$ cat src/hw/rtl/crta_pkg.sv
// Shared types and constants for the chunk range table appender.
// Holds the item structs, result codes and the controller/datapath command and status groups.
// Depends on nothing.
package crta_pkg;

    localparam int unsigned ADDR_W  = 64;
    localparam int unsigned LIMIT_W = 7;
    localparam int unsigned HELD_W  = 7;

    localparam logic [LIMIT_W-1:0] LIMIT_RESET = 7'd64;

    typedef enum logic [1:0] {
        STAT_ACCEPTED = 2'd0,
        STAT_FULL     = 2'd1,
        STAT_BAD_SIZE = 2'd2,
        STAT_OVERLAP  = 2'd3
    } status_t;

    typedef struct packed {
        logic [ADDR_W-1:0] packed_offset;
        logic [ADDR_W-1:0] packed_length;
        logic [ADDR_W-1:0] plain_offset;
        logic [ADDR_W-1:0] plain_length;
    } in_item_t;

    typedef struct packed {
        status_t           status;
        logic [HELD_W-1:0] entries_held;
    } out_item_t;

    // Stored entries keep the end of each range rather than its length.
    typedef struct packed {
        logic [ADDR_W-1:0] packed_start;
        logic [ADDR_W-1:0] packed_end;
        logic [ADDR_W-1:0] plain_start;
        logic [ADDR_W-1:0] plain_end;
    } entry_t;

    typedef struct packed {
        logic    capture;
        logic    walk_start;
        logic    walk_step;
        logic    emit;
        status_t emit_status;
    } cmd_t;

    typedef struct packed {
        logic full;
        logic bad_size;
        logic hit;
        logic walk_done;
        logic out_free;
    } sts_t;

endpackage

$ cat src/hw/rtl/crta_ctrl.sv
// Controller state machine of the chunk range table appender.
// Sequences check, table walk and result hand-off; uses crta_pkg.
// Talks to crta_datapath only through crta_pkg::cmd_t and crta_pkg::sts_t.
module crta_ctrl (
    input  logic            aclk,
    input  logic            aresetn,
    input  logic            s_valid,
    output logic            s_ready,
    input  crta_pkg::sts_t  sts,
    output crta_pkg::cmd_t  cmd
);

    typedef enum logic [3:0] {
        S_IDLE  = 4'b0001,
        S_CHECK = 4'b0010,
        S_WALK  = 4'b0100,
        S_EMIT  = 4'b1000
    } state_t;

    state_t            state_reg, state_next;
    crta_pkg::status_t status_reg, status_next;

    always_ff @(posedge aclk) begin
        if (!aresetn) begin
            state_reg  <= S_IDLE;
            status_reg <= crta_pkg::STAT_ACCEPTED;
        end else begin
            state_reg  <= state_next;
            status_reg <= status_next;
        end
    end

    assign s_ready = (state_reg == S_IDLE);

    always_comb begin
        state_next       = state_reg;
        status_next      = status_reg;
        cmd              = '0;
        cmd.emit_status  = status_reg;
        case (state_reg)
            S_IDLE: begin
                if (s_valid) begin
                    cmd.capture = 1'b1;
                    state_next  = S_CHECK;
                end
            end
            S_CHECK: begin
                if (sts.full) begin
                    status_next = crta_pkg::STAT_FULL;
                    state_next  = S_EMIT;
                end else if (sts.bad_size) begin
                    status_next = crta_pkg::STAT_BAD_SIZE;
                    state_next  = S_EMIT;
                end else begin
                    cmd.walk_start = 1'b1;
                    state_next     = S_WALK;
                end
            end
            S_WALK: begin
                cmd.walk_step = 1'b1;
                if (sts.hit) begin
                    status_next = crta_pkg::STAT_OVERLAP;
                    state_next  = S_EMIT;
                end else if (sts.walk_done) begin
                    status_next = crta_pkg::STAT_ACCEPTED;
                    state_next  = S_EMIT;
                end
            end
            S_EMIT: begin
                // The result waits here until the output register can take it.
                if (sts.out_free) begin
                    cmd.emit   = 1'b1;
                    state_next = S_IDLE;
                end
            end
            default: begin
                state_next = S_IDLE;
            end
        endcase
    end

endmodule

$ cat config.mk
export PLATFORM = sky130hd
export DESIGN_NAME = crta_ctrl
export DESIGN_NICKNAME = d
export VERILOG_FILES = /design/src/hw/rtl/crta_pkg.sv /design/src/hw/rtl/crta_ctrl.sv
export SDC_FILE = /design/constraint.sdc
export NUM_CORES = 1
export LEC_CHECK = 0
export BUFFER_PORTS_ARGS = -buffer_cell sky130_fd_sc_hd__buf_2
export CAP_MARGIN = 20
export CORE_AREA = 2 2 39 41
export DETAILED_ROUTE_END_ITERATION = 6
export DIE_AREA = 0 0 41 43
export HOLD_SLACK_MARGIN = 0.06
export MAX_ROUTING_LAYER = met4
export PLACE_DENSITY = 0.57
export SLEW_MARGIN = 10
export SYNTH_ARGS = -nofsm -noshare
export SYNTH_HDL_FRONTEND = slang
export SYNTH_SLANG_ARGS = --single-unit
export TNS_END_PERCENT = 10
$ cat constraint.sdc
create_clock -name aclk -period 2.5 [get_ports aclk]
set_input_delay 0.5 -clock aclk [delete_from_list [all_inputs] [get_ports aclk]]
set_output_delay 0.5 -clock aclk [all_outputs]
set_load 0.01 [all_outputs]
==> flow_summary_export.csv, run 1 <==
group,metric,value,unit
outcome,status,"completed",
placed_design,place_inst,67,
hold_path,whs_path_depth,2,
floorplanning,start_util,0.2640,
drt,drt_iter0_markers,11,
critical_path,path_buf_inv,1,
power_and_ir_drop,combPwrFrac,0.190,
floorplanning,fp.dieW,41,um
grt,grt_usage,0.1040,
power_and_ir_drop,switching_share,0.2621,
logic_synthesis,syn-num-nets,45,
clock_network,cts.repair.resized,0,
critical_path,critical_path.slowest_cell,"dfxtp_1",
floorplanning,core,1384,um2
logic_synthesis,synth_fa_ha_area_frac,0,
power_and_ir_drop,power.leakage,0.2053,nW
timing,skew,0.001316,ns
drt,viasPerCell,4.957,
logic_synthesis,synth_compound_area_frac,0.2363,
clock_network,htree_levels,1,
logic_synthesis,synth_top_family_by_area,"simple AND/OR/NAND/NOR gates",
flow_run,cap_violations,0,
critical_path,ff2ff_path_depth,3,
critical_path,max_stage_delay,0.47,ns
logic_synthesis,synth_ff_type,"dfxtp_1",
clock_network,cts_hold_buffers,0,
clock_network,clk_latency,0.24,ns
drt,first_pass_iters,4,
logic_synthesis,synthXorXnorAreaFrac,0.02397,
critical_path,r2r_end,"status_reg[1]$_SDFFE_PN0P_",
hold_path,hp-start,"aresetn",
drt,route.vias.total,347,
power_and_ir_drop,ir_drop,0.1981,mV
floorplanning,ios,15,
hold_path,hold_class,"input port to flop",
logic_synthesis,netlist_top_cells_count,"6 x dfxtp_1, 4 x nor2_1, 3 x inv_1",
hold_path,min_to,"state_reg[0]$_SDFFE_PN1P_",
layout,fillers,150,
logic_synthesis,synth_top_cell_by_area,"dfxtp_1",
timing,tns,0,ns
placed_design,dp_hpwl,591.9,um
grt,grt_pass1_wl,1.166,mm
critical_path,cp_data_required_time,2.00,ns
timing,fmax,0.5148,GHz
clock_network,cts_buffer_depth,2,
layout,regArea,120.1,um2
power_and_ir_drop,pwr-share-seq,0.452,
logic_synthesis,synth.mux.area_fraction,0.02740,
logic_synthesis,synthTopCellsByArea,"dfxtp_1 33%, nor4b_2 8.2%, nor4b_4 6.5%, a221oi_1 4.8%, nor2_1 4.1%",
layout,largest_reg_flops,4,
logic_synthesis,yosys_warnings,0,
critical_path,worst_setup_path_start_kind,"flop",
drt,wirelength,711,um
clock_network,cts_sinks,6,
clock_network,cts_tree,"built",
timing,hold_viol,0,
timing,setup_viol,0,
layout,synthToLayoutAreaGrowth,30.82,%
clock_network,cts-root-buf,"clkbuf_4",
drt,postRouteAntennaNets,0,
timing,period_minus_slack,1.943,ns
layout,multi_input_area,234.0,um2
grt,grt-ovfl-total,0,
grt,grt_max_degree,9,
clock_network,clkSlewWorstSetupHoldPaths,0.04,ns
floorplanning,fp.dieArea,1763,um2
layout,drive_gt1_frac,0.4259,
critical_path,cp.arrival,1.44,ns
timing,grt_setup_unrepaired,"no",
logic_synthesis,syn_area,365.4,um2
placed_design,portBuffers,14,
layout,antennaDiodeCount,0,
logic_synthesis,syn_inst,37,
logic_synthesis,yosysSeqAreaShare,0.3288,
clock_network,postCtsSetupBuffers,0,
grt,grt_pass1_vias,300,
clock_network,numCtsBuffers,3,
power_and_ir_drop,p_int,0.0001804,W
drt,wire_per_inst,10.16,um
power_and_ir_drop,cellPowerDensity,511.6,nW/um2
drt,drc,0,
critical_path,cp_max_fo,7,
floorplanning,die-height,43,um
layout,final_net_count,64,
logic_synthesis,synth_top_area_frac,0.3288,
grt,antenna_found_initial,0,
logic_synthesis,yosysMostFrequentCell,"dfxtp_1",
timing,finalCritPeriodShare,0.7770,
critical_path,r2r_slack,1.08,ns
timing,slew-limit-headroom,0.7041,
timing,report.final.slew_viol_count,0,
critical_path,endpoint_kind,"primary output",
logic_synthesis,ys_async_sr_fraction,0,
power_and_ir_drop,p_sw,0.00006409,W
placed_design,place.gp.congestion,0.7854,
floorplanning,fp-row-count,14,
logic_synthesis,synth-simple-area-share,0.3527,
critical_path,crit_type,"flop to primary output",
critical_path,r2r_start,"state_reg[1]$_SDFFE_PN0P_",
logic_synthesis,yosys_register_bits,6,
critical_path,critPathTopFamily,"simple AND/OR/NAND/NOR gates",
timing,tightest_slew,0.4420,ns
power_and_ir_drop,pwr-share-clk,0.358,
logic_synthesis,ys_types,23,
critical_path,worstPathCellList,"nor4b_2 > and2_1 > buf_2",
logic_synthesis,synth.avg_cell_area,9.874,um2
layout,fin_cells,70,
logic_synthesis,synth_edf_count,0,
## worst reg2reg max path: stages, from the launching register on
cell and delay [ns]:
dfxtp_1 0.47, nor4b_2 0.43, a221oi_1 0.16, a311oi_1 0.27
## per-layer routing
metal / global-route usage / up-vias / routed length, um
li1: - / 176 / -
met1: 0.1161 / 159 / 303
met2: 0.1375 / 8 / 348
met3: 0.04712 / 4 / 34
met4: 0.08000 / 0 / 24
met5: - / - / 0
## kinds of logic (layout without fill, tap and decap cells)
| kind of cell | Yosys count | count (layout) |
|---|---|---|
| simple gates | 16 | 16 |
| compound gates | 10 | 10 |
| mux | 1 | 1 |
| xor+xnor | 1 | 1 |
| buf+inv | 3 | 20 |
| flops | 6 | 6 |
## stage by stage
stage	util	cell area [um2]	total power, W	setup slack (ns)	hold WS (ns)
finish	0.3454	478.0	0.0002445	0.5575	0.4721
global route	0.3454	478.0	0.0002603	0.4518	0.4782
CTS	0.3454	478.0	0.0002495	0.5522	0.4696
detailed placement	0.3291	455.4	0.0001593	0.8166	0.5989
global placement	0.3291	455.4	0.0001591	0.8336	0.6098
floorplan	-	365.4	0.0001410	0.9090	0.5786
## how the worst max path moves through the flow
stage                              start  cells past startpoint      to  slack, ns
2_1_floorplan  state_reg[0]$_SDFFE_PN1P_                      2  cmd[5]       0.91
3_3_place_gp   state_reg[1]$_SDFFE_PN0P_                      3  cmd[4]       0.83
3_5_place_dp   state_reg[1]$_SDFFE_PN0P_                      3  cmd[4]       0.82
4_1_cts        state_reg[1]$_SDFFE_PN0P_                      3  cmd[4]       0.55
5_1_grt        state_reg[1]$_SDFFE_PN0P_                      3  cmd[4]       0.45
6_report       state_reg[1]$_SDFFE_PN0P_                      3  cmd[4]       0.56
## cells in the final DEF, fill, tap and decap left out, types with 2 or more instances in the layout
cell and count:
clkbuf_4 3, inv_1 3, a221oi_1 2, and2_1 2, buf_2 14, nor2_1 4, nor4b_2 2, or2_2 2
dfxtp_1 6
## layout make-up
type,instances,share of cell area
clock buffers,3,0.04712
inverters,3,0.02356
multi-input cells,28,0.4895
flip-flops and latches,6,0.2513
well taps,16,0.04188
repair buffers,14,0.1466
## power groups by stage
stage,sequential [W],combinational (W),clock [W]
floorplan,0.000111,0.0000297,0
global placement,0.000112,0.0000470,0
detailed placement,0.000112,0.0000470,0
CTS,0.000110,0.0000472,0.0000918
global route,0.000111,0.0000516,0.0000975
finish,0.000111,0.0000465,0.0000875
(Power assumes the default switching activity.)
==> inputs of run 2 (changes only) <==
--- a/config.mk
+++ b/config.mk
@@ -5,6 +5,7 @@
 export SDC_FILE = /design/constraint.sdc
 export NUM_CORES = 1
 export LEC_CHECK = 0
+export ABC_AREA = 1
 export BUFFER_PORTS_ARGS = -buffer_cell sky130_fd_sc_hd__buf_2
 export CAP_MARGIN = 20
 export CORE_AREA = 2 2 39 41
@@ -12,7 +13,7 @@
 export DIE_AREA = 0 0 41 43
 export HOLD_SLACK_MARGIN = 0.06
 export MAX_ROUTING_LAYER = met4
-export PLACE_DENSITY = 0.57
+export PLACE_DENSITY = 0.61
 export SLEW_MARGIN = 10
 export SYNTH_ARGS = -nofsm -noshare
 export SYNTH_HDL_FRONTEND = slang
==> constraint.sdc (replaced) <==
create_clock -name aclk -period 1.74 [get_ports aclk]
set_input_delay 0.348 -clock aclk [delete_from_list [all_inputs] [get_ports aclk]]
set_output_delay 0.348 -clock aclk [all_outputs]
set_load 0.01 [all_outputs]
==> run 2 against run 1 <==
  * Clock power up 52%
  * Final cell count up 24%
  * Synthesized cell count up 46%
  * Critical path depth up 1
  * Die area unchanged
  * Via count up 6.6%
  * Largest cell class unchanged
==> flow_summary_export.csv, run 2 <==
group,metric,value,unit
layout,multi_input_area,209.0,um2
layout,largest_reg_flops,4,
drt,drc,0,
logic_synthesis,ys_types,15,
layout,final_net_count,81,
clock_network,clkSlewWorstSetupHoldPaths,0.05,ns
power_and_ir_drop,switching_share,0.2846,
layout,fin_cells,87,
logic_synthesis,yosysMostFrequentCell,"inv_1",
logic_synthesis,yosys_warnings,0,
grt,grt_usage,0.1066,
clock_network,cts.repair.resized,0,
layout,drive_gt1_frac,0.4085,
clock_network,cts_sinks,6,
grt,antenna_found_initial,0,
power_and_ir_drop,p_int,0.0002494,W
power_and_ir_drop,power.leakage,0.2967,nW
placed_design,place_inst,84,
drt,drt_iter0_markers,8,
timing,report.final.slew_viol_count,0,
layout,antennaDiodeCount,0,
critical_path,max_stage_delay,0.34,ns
grt,grt_pass1_vias,318,
critical_path,path_buf_inv,1,
power_and_ir_drop,pwr-share-clk,0.380,
clock_network,postCtsSetupBuffers,0,
clock_network,cts-root-buf,"clkbuf_4",
critical_path,critPathTopFamily,"simple AND/OR/NAND/NOR gates",
layout,post-route-util,0.3580,
timing,grt_setup_unrepaired,"no",
logic_synthesis,netlist_top_cells_count,"12 x inv_1, 8 x nand2_1, 6 x dfxtp_1, 6 x nor2_2, 4 x nor2_1",
timing,tightest_slew,0.1851,ns
clock_network,htree_levels,1,
floorplanning,fp.dieArea,1763,um2
layout,fillers,147,
logic_synthesis,yosys_register_bits,6,
timing,slew-limit-headroom,0.8764,
timing,hold_viol,0,
timing,finalCritPeriodShare,0.8723,
floorplanning,ios,15,
placed_design,dp_hpwl,592.2,um
logic_synthesis,ys_async_sr_fraction,0,
floorplanning,die-height,43,um
grt,grt-ovfl-total,0,
clock_network,clk_latency,0.25,ns
power_and_ir_drop,pwr-share-seq,0.431,
drt,first_pass_iters,2,
floorplanning,fp-row-count,14,
power_and_ir_drop,combPwrFrac,0.188,
power_and_ir_drop,cellPowerDensity,703.7,nW/um2
placed_design,place.gp.congestion,0.7562,
layout,regArea,120.1,um2
flow_run,cap_violations,0,
logic_synthesis,synth_top_area_frac,0.3137,
outcome,status,"completed",
critical_path,cp_data_required_time,1.39,ns
placed_design,portBuffers,14,
logic_synthesis,syn_area,382.9,um2
timing,setup_viol,0,
grt,grt_pass1_wl,1.200,mm
critical_path,cp.arrival,1.17,ns
layout,layout_common_cells,"14 x buf_2, 12 x inv_1, 8 x nand2_1",
drt,postRouteAntennaNets,0,
hold_path,hold_class,"input port to flop",
logic_synthesis,synth_ff_type,"dfxtp_1",
timing,tns,0,ns
logic_synthesis,yosysSeqAreaShare,0.3137,
clock_network,cts_hold_buffers,0,
timing,skew,0.003123,ns
critical_path,endpoint_kind,"primary output",
critical_path,cp_max_fo,5,
timing,fmax,0.6588,GHz
drt,route.vias.total,370,
clock_network,cts_tree,"built",
clock_network,numCtsBuffers,3,
floorplanning,fp.dieW,41,um
floorplanning,core,1384,um2
layout,synthToLayoutAreaGrowth,29.41,%
drt,wirelength,718,um
logic_synthesis,synthTopCellsByArea,"dfxtp_1 31%, inv_1 12%, nor2_2 9.8%, nand2_4 8.8%, nand2_1 7.8%",
floorplanning,start_util,0.2767,
timing,period_minus_slack,1.518,ns
logic_synthesis,synth.avg_cell_area,7.090,um2
critical_path,worst_setup_path_start_kind,"flop",
logic_synthesis,synth_edf_count,0,
clock_network,cts_buffer_depth,2,
layout,final_common_cell,"buf_2",
critical_path,crit_type,"flop to primary output",
power_and_ir_drop,ir_drop,0.2713,mV
critical_path,critical_path.slowest_cell,"dfxtp_1",
drt,wire_per_inst,8.253,um
logic_synthesis,syn-num-nets,62,
logic_synthesis,synth_top_cell_by_area,"dfxtp_1",
drt,viasPerCell,4.253,
grt,grt_max_degree,8,
power_and_ir_drop,p_sw,0.00009924,W
logic_synthesis,syn_inst,54,
critical_path,worstPathCellList,"nor2_2 > nand3_1 > nor2_1 > buf_2",
[run 2: through the flow]
step / setup slack (ns) / hold WS [ns] / total power [W] / area, um2
after floorplan: 0.5758 / 0.4468 / 0.0001936 / 382.9
after global placement: 0.5013 / 0.5091 / 0.0002183 / 473.0
after detailed placement: 0.4794 / 0.5181 / 0.0002196 / 473.0
after CTS: 0.2125 / 0.3381 / 0.0003514 / 495.5
after global routing: 0.1043 / 0.3452 / 0.0003643 / 495.5
final: 0.2222 / 0.3323 / 0.0003486 / 495.5
[run 2: metal layers]
layer,share of wire,track usage,vias up
li1,-,-,200
met1,0.44,0.1279,160
met2,0.50,0.1438,8
met3,0.047,0.04712,2
met4,0.014,0.06000,0
met5,0,-,-
[run 2: area by class of cell]
type	count	share of cell area
multi-input cells	35	0.4217
flip-flops and latches	6	0.2424
repair buffers	14	0.1414
inverters	13	0.1086
clock buffers	3	0.04545
well taps	16	0.04040
[run 2: logic make-up (layout without fill, tap and decap cells)]
family | Yosys count | in the layout | synth area share
and+or+nand+nor | 30 | 30 | 0.4738
buffers and inverters | 13 | 30 | 0.1405
AOI/OAI and AO/OA | 5 | 5 | 0.07190
DFF | 6 | 6 | 0.3137
[run 2: power by group through the flow]
stage | logic [W] | clock network [W] | registers, W
floorplan | 0.0000402 | 0 | 0.000153
global placement | 0.0000652 | 0 | 0.000153
detailed placement | 0.0000665 | 0 | 0.000153
CTS | 0.0000673 | 0.000134 | 0.000151
global route | 0.0000746 | 0.000139 | 0.000151
finish | 0.0000656 | 0.000133 | 0.000150
[run 2: worst paths after layout]
path                                   start                         end  slack, ns  cells past startpoint
hold reg to reg   status_reg[0]$_SDFFE_PN0P_  status_reg[0]$_SDFFE_PN0P_       0.53                      4
setup reg to reg   state_reg[2]$_SDFFE_PN0P_  status_reg[0]$_SDFFE_PN0P_       0.66                      9
hold / removal                       s_valid   state_reg[0]$_SDFFE_PN1P_       0.33                      2
setup / recovery   state_reg[3]$_SDFFE_PN0P_                      cmd[5]       0.22                      4
==> inputs of run 3 (changes only) <==
--- a/config.mk
+++ b/config.mk
@@ -6,14 +6,14 @@
 export NUM_CORES = 1
 export LEC_CHECK = 0
 export ABC_AREA = 1
-export BUFFER_PORTS_ARGS = -buffer_cell sky130_fd_sc_hd__buf_2
-export CAP_MARGIN = 20
 export CORE_AREA = 2 2 39 41
 export DETAILED_ROUTE_END_ITERATION = 6
 export DIE_AREA = 0 0 41 43
+export DONT_BUFFER_PORTS = 1
 export HOLD_SLACK_MARGIN = 0.06
 export MAX_ROUTING_LAYER = met4
-export PLACE_DENSITY = 0.61
+export PLACE_DENSITY = 0.51
+export SKIP_LAST_GASP = 1
 export SLEW_MARGIN = 10
 export SYNTH_ARGS = -nofsm -noshare
 export SYNTH_HDL_FRONTEND = slang
==> run 3 against run 2 <==
  * Power shrank 7.0%
  * Setup slack gained 0.0045 ns
  * Utilization shrank 5.1 points
  * Wire length shrank 7.1%
  * Sequential share of layout area grew 4.0 points
  * Non-clock buffer count shrank 14
  * Global-route usage is essentially flat
  * Count of clock-buffer cells in the layout is the same
  * Register-to-register slack is essentially flat
  * Combinational power shrank 31%
  * Largest cell class unchanged
  * Critical endpoint unchanged
==> flow_summary_export.csv, run 3 (same netlist as run 2, synthesis figures left out) <==
group,metric,value,unit
timing,grt_setup_unrepaired,"no",
critical_path,cp_max_fo,5,
layout,post-route-util,0.3074,
timing,slew-limit-headroom,0.8581,
layout,drive_gt1_frac,0.2632,
grt,grt-ovfl-total,0,
layout,fin_cells,73,
power_and_ir_drop,cellPowerDensity,761.8,nW/um2
layout,layout_common_cells,"12 x inv_1, 8 x nand2_1, 6 x nor2_2, 6 x dfxtp_1, 4 x nor2_1",
timing,setup_viol,0,
clock_network,clkSlewWorstSetupHoldPaths,0.04,ns
placed_design,place.gp.congestion,0.6785,
drt,wirelength,667,um
grt,grt_pass1_vias,302,
outcome,status,"completed",
flow_run,cap_violations,0,
clock_network,cts-root-buf,"clkbuf_4",
timing,report.final.slew_viol_count,0,
drt,viasPerCell,4.370,
layout,synthToLayoutAreaGrowth,11.11,%
clock_network,numCtsBuffers,3,
floorplanning,fp.dieArea,1763,um2
critical_path,worst_setup_path_start_kind,"flop",
clock_network,cts_tree,"built",
placed_design,place_inst,70,
timing,finalHoldWorstSlack,0.2040,ns
timing,period_minus_slack,1.513,ns
timing,tightest_slew,0.2121,ns
clock_network,cts_buffer_depth,2,
clock_network,htree_levels,1,
floorplanning,die-height,43,um
clock_network,cts_hold_buffers,0,
timing,fmax,0.6608,GHz
layout,fillers,159,
drt,drc,0,
grt,grt_usage,0.1063,
clock_network,clk_latency,0.24,ns
critical_path,cp_data_required_time,1.39,ns
placed_design,portBuffers,0,
layout,final_common_cell,"inv_1",
grt,grt_max_degree,8,
clock_network,cts_sinks,6,
critical_path,endpoint_kind,"primary output",
floorplanning,start_util,0.2767,
critical_path,cp.arrival,1.17,ns
grt,grt_pass1_wl,1.166,mm
floorplanning,ios,15,
timing,hold_viol,0,
floorplanning,fp-row-count,14,
floorplanning,core,1384,um2
timing,finalCritPeriodShare,0.8697,
power_and_ir_drop,power.leakage,0.2334,nW
clock_network,cts.repair.resized,0,
drt,postRouteAntennaNets,0,
layout,final_net_count,67,
layout,antennaDiodeCount,0,
floorplanning,fp.dieW,41,um
drt,drt_iter0_markers,7,
placed_design,dp_hpwl,558.1,um
timing,skew,0.002305,ns
drt,route.vias.total,319,
timing,tns,0,ns
hold_path,hold_class,"input port to flop",
power_and_ir_drop,power,0.0003241,W
power_and_ir_drop,ir_drop,0.2714,mV
drt,wire_per_inst,9.137,um
critical_path,crit_type,"flop to primary output",
drt,first_pass_iters,3,
clock_network,postCtsSetupBuffers,0,
grt,antenna_found_initial,0,
layout,largest_reg_flops,4,
-- run 3: changes by cell type in the layout (fill, tap and decap cells not counted), sizes merged --
cell,before,now
buf,14,0
-- run 3: worst paths after layout --
path | start | to | slack (ns) | cells past startpoint
hold reg to reg | status_reg[0]$_SDFFE_PN0P_ | status_reg[0]$_SDFFE_PN0P_ | 0.57 | 4
hold / removal | aresetn | state_reg[0]$_SDFFE_PN1P_ | 0.20 | 1
setup reg to reg | state_reg[2]$_SDFFE_PN0P_ | status_reg[1]$_SDFFE_PN0P_ | 0.65 | 9
setup / recovery | state_reg[3]$_SDFFE_PN0P_ | cmd[5] | 0.23 | 3
-- run 3: layout make-up --
type	instances	area [um2]	area share
clock buffers	3	22.52	0.05294
inverters	13	53.80	0.1265
multi-input cells	35	209.0	0.4912
flip-flops and latches	6	120.1	0.2824
well taps	16	20.02	0.04706
-- run 3: worst max-delay path, stage by stage (launching register included) --
cell and delay [ns]:
dfxtp_1 0.34, nor2_2 0.19, nand3_1 0.18, nor2_1 0.22
-- run 3: power by group --
| group | switching, W | total [W] | leakage, nW | internal [W] |
|---|---|---|---|---|
| registers | 0.00000655 | 0.000152 | 0.0489 | 0.000145 |
| logic | 0.0000299 | 0.0000451 | 0.171 | 0.0000152 |
| clock network | 0.0000493 | 0.000127 | 0.0138 | 0.0000780 |
-- run 3: per-stage QoR --
step / instance area, um2 / setup slack (ns)
6_report: 425.4 / 0.2266
5_1_grt: 425.4 / 0.1396
4_1_cts: 425.4 / 0.2240
3_5_place_dp: 402.9 / 0.4882
3_3_place_gp: 402.9 / 0.5038
2_1_floorplan: 382.9 / 0.5758
-- run 3: metal layers --
layer | global-route usage | share of wire | vias to the layer above
li1 | - | - | 171
met1 | 0.1201 | 0.44 | 137
met2 | 0.1281 | 0.50 | 11
met3 | 0.06806 | 0.066 | 0
met4 | 0.08000 | 0 | 0
met5 | - | 0 | -
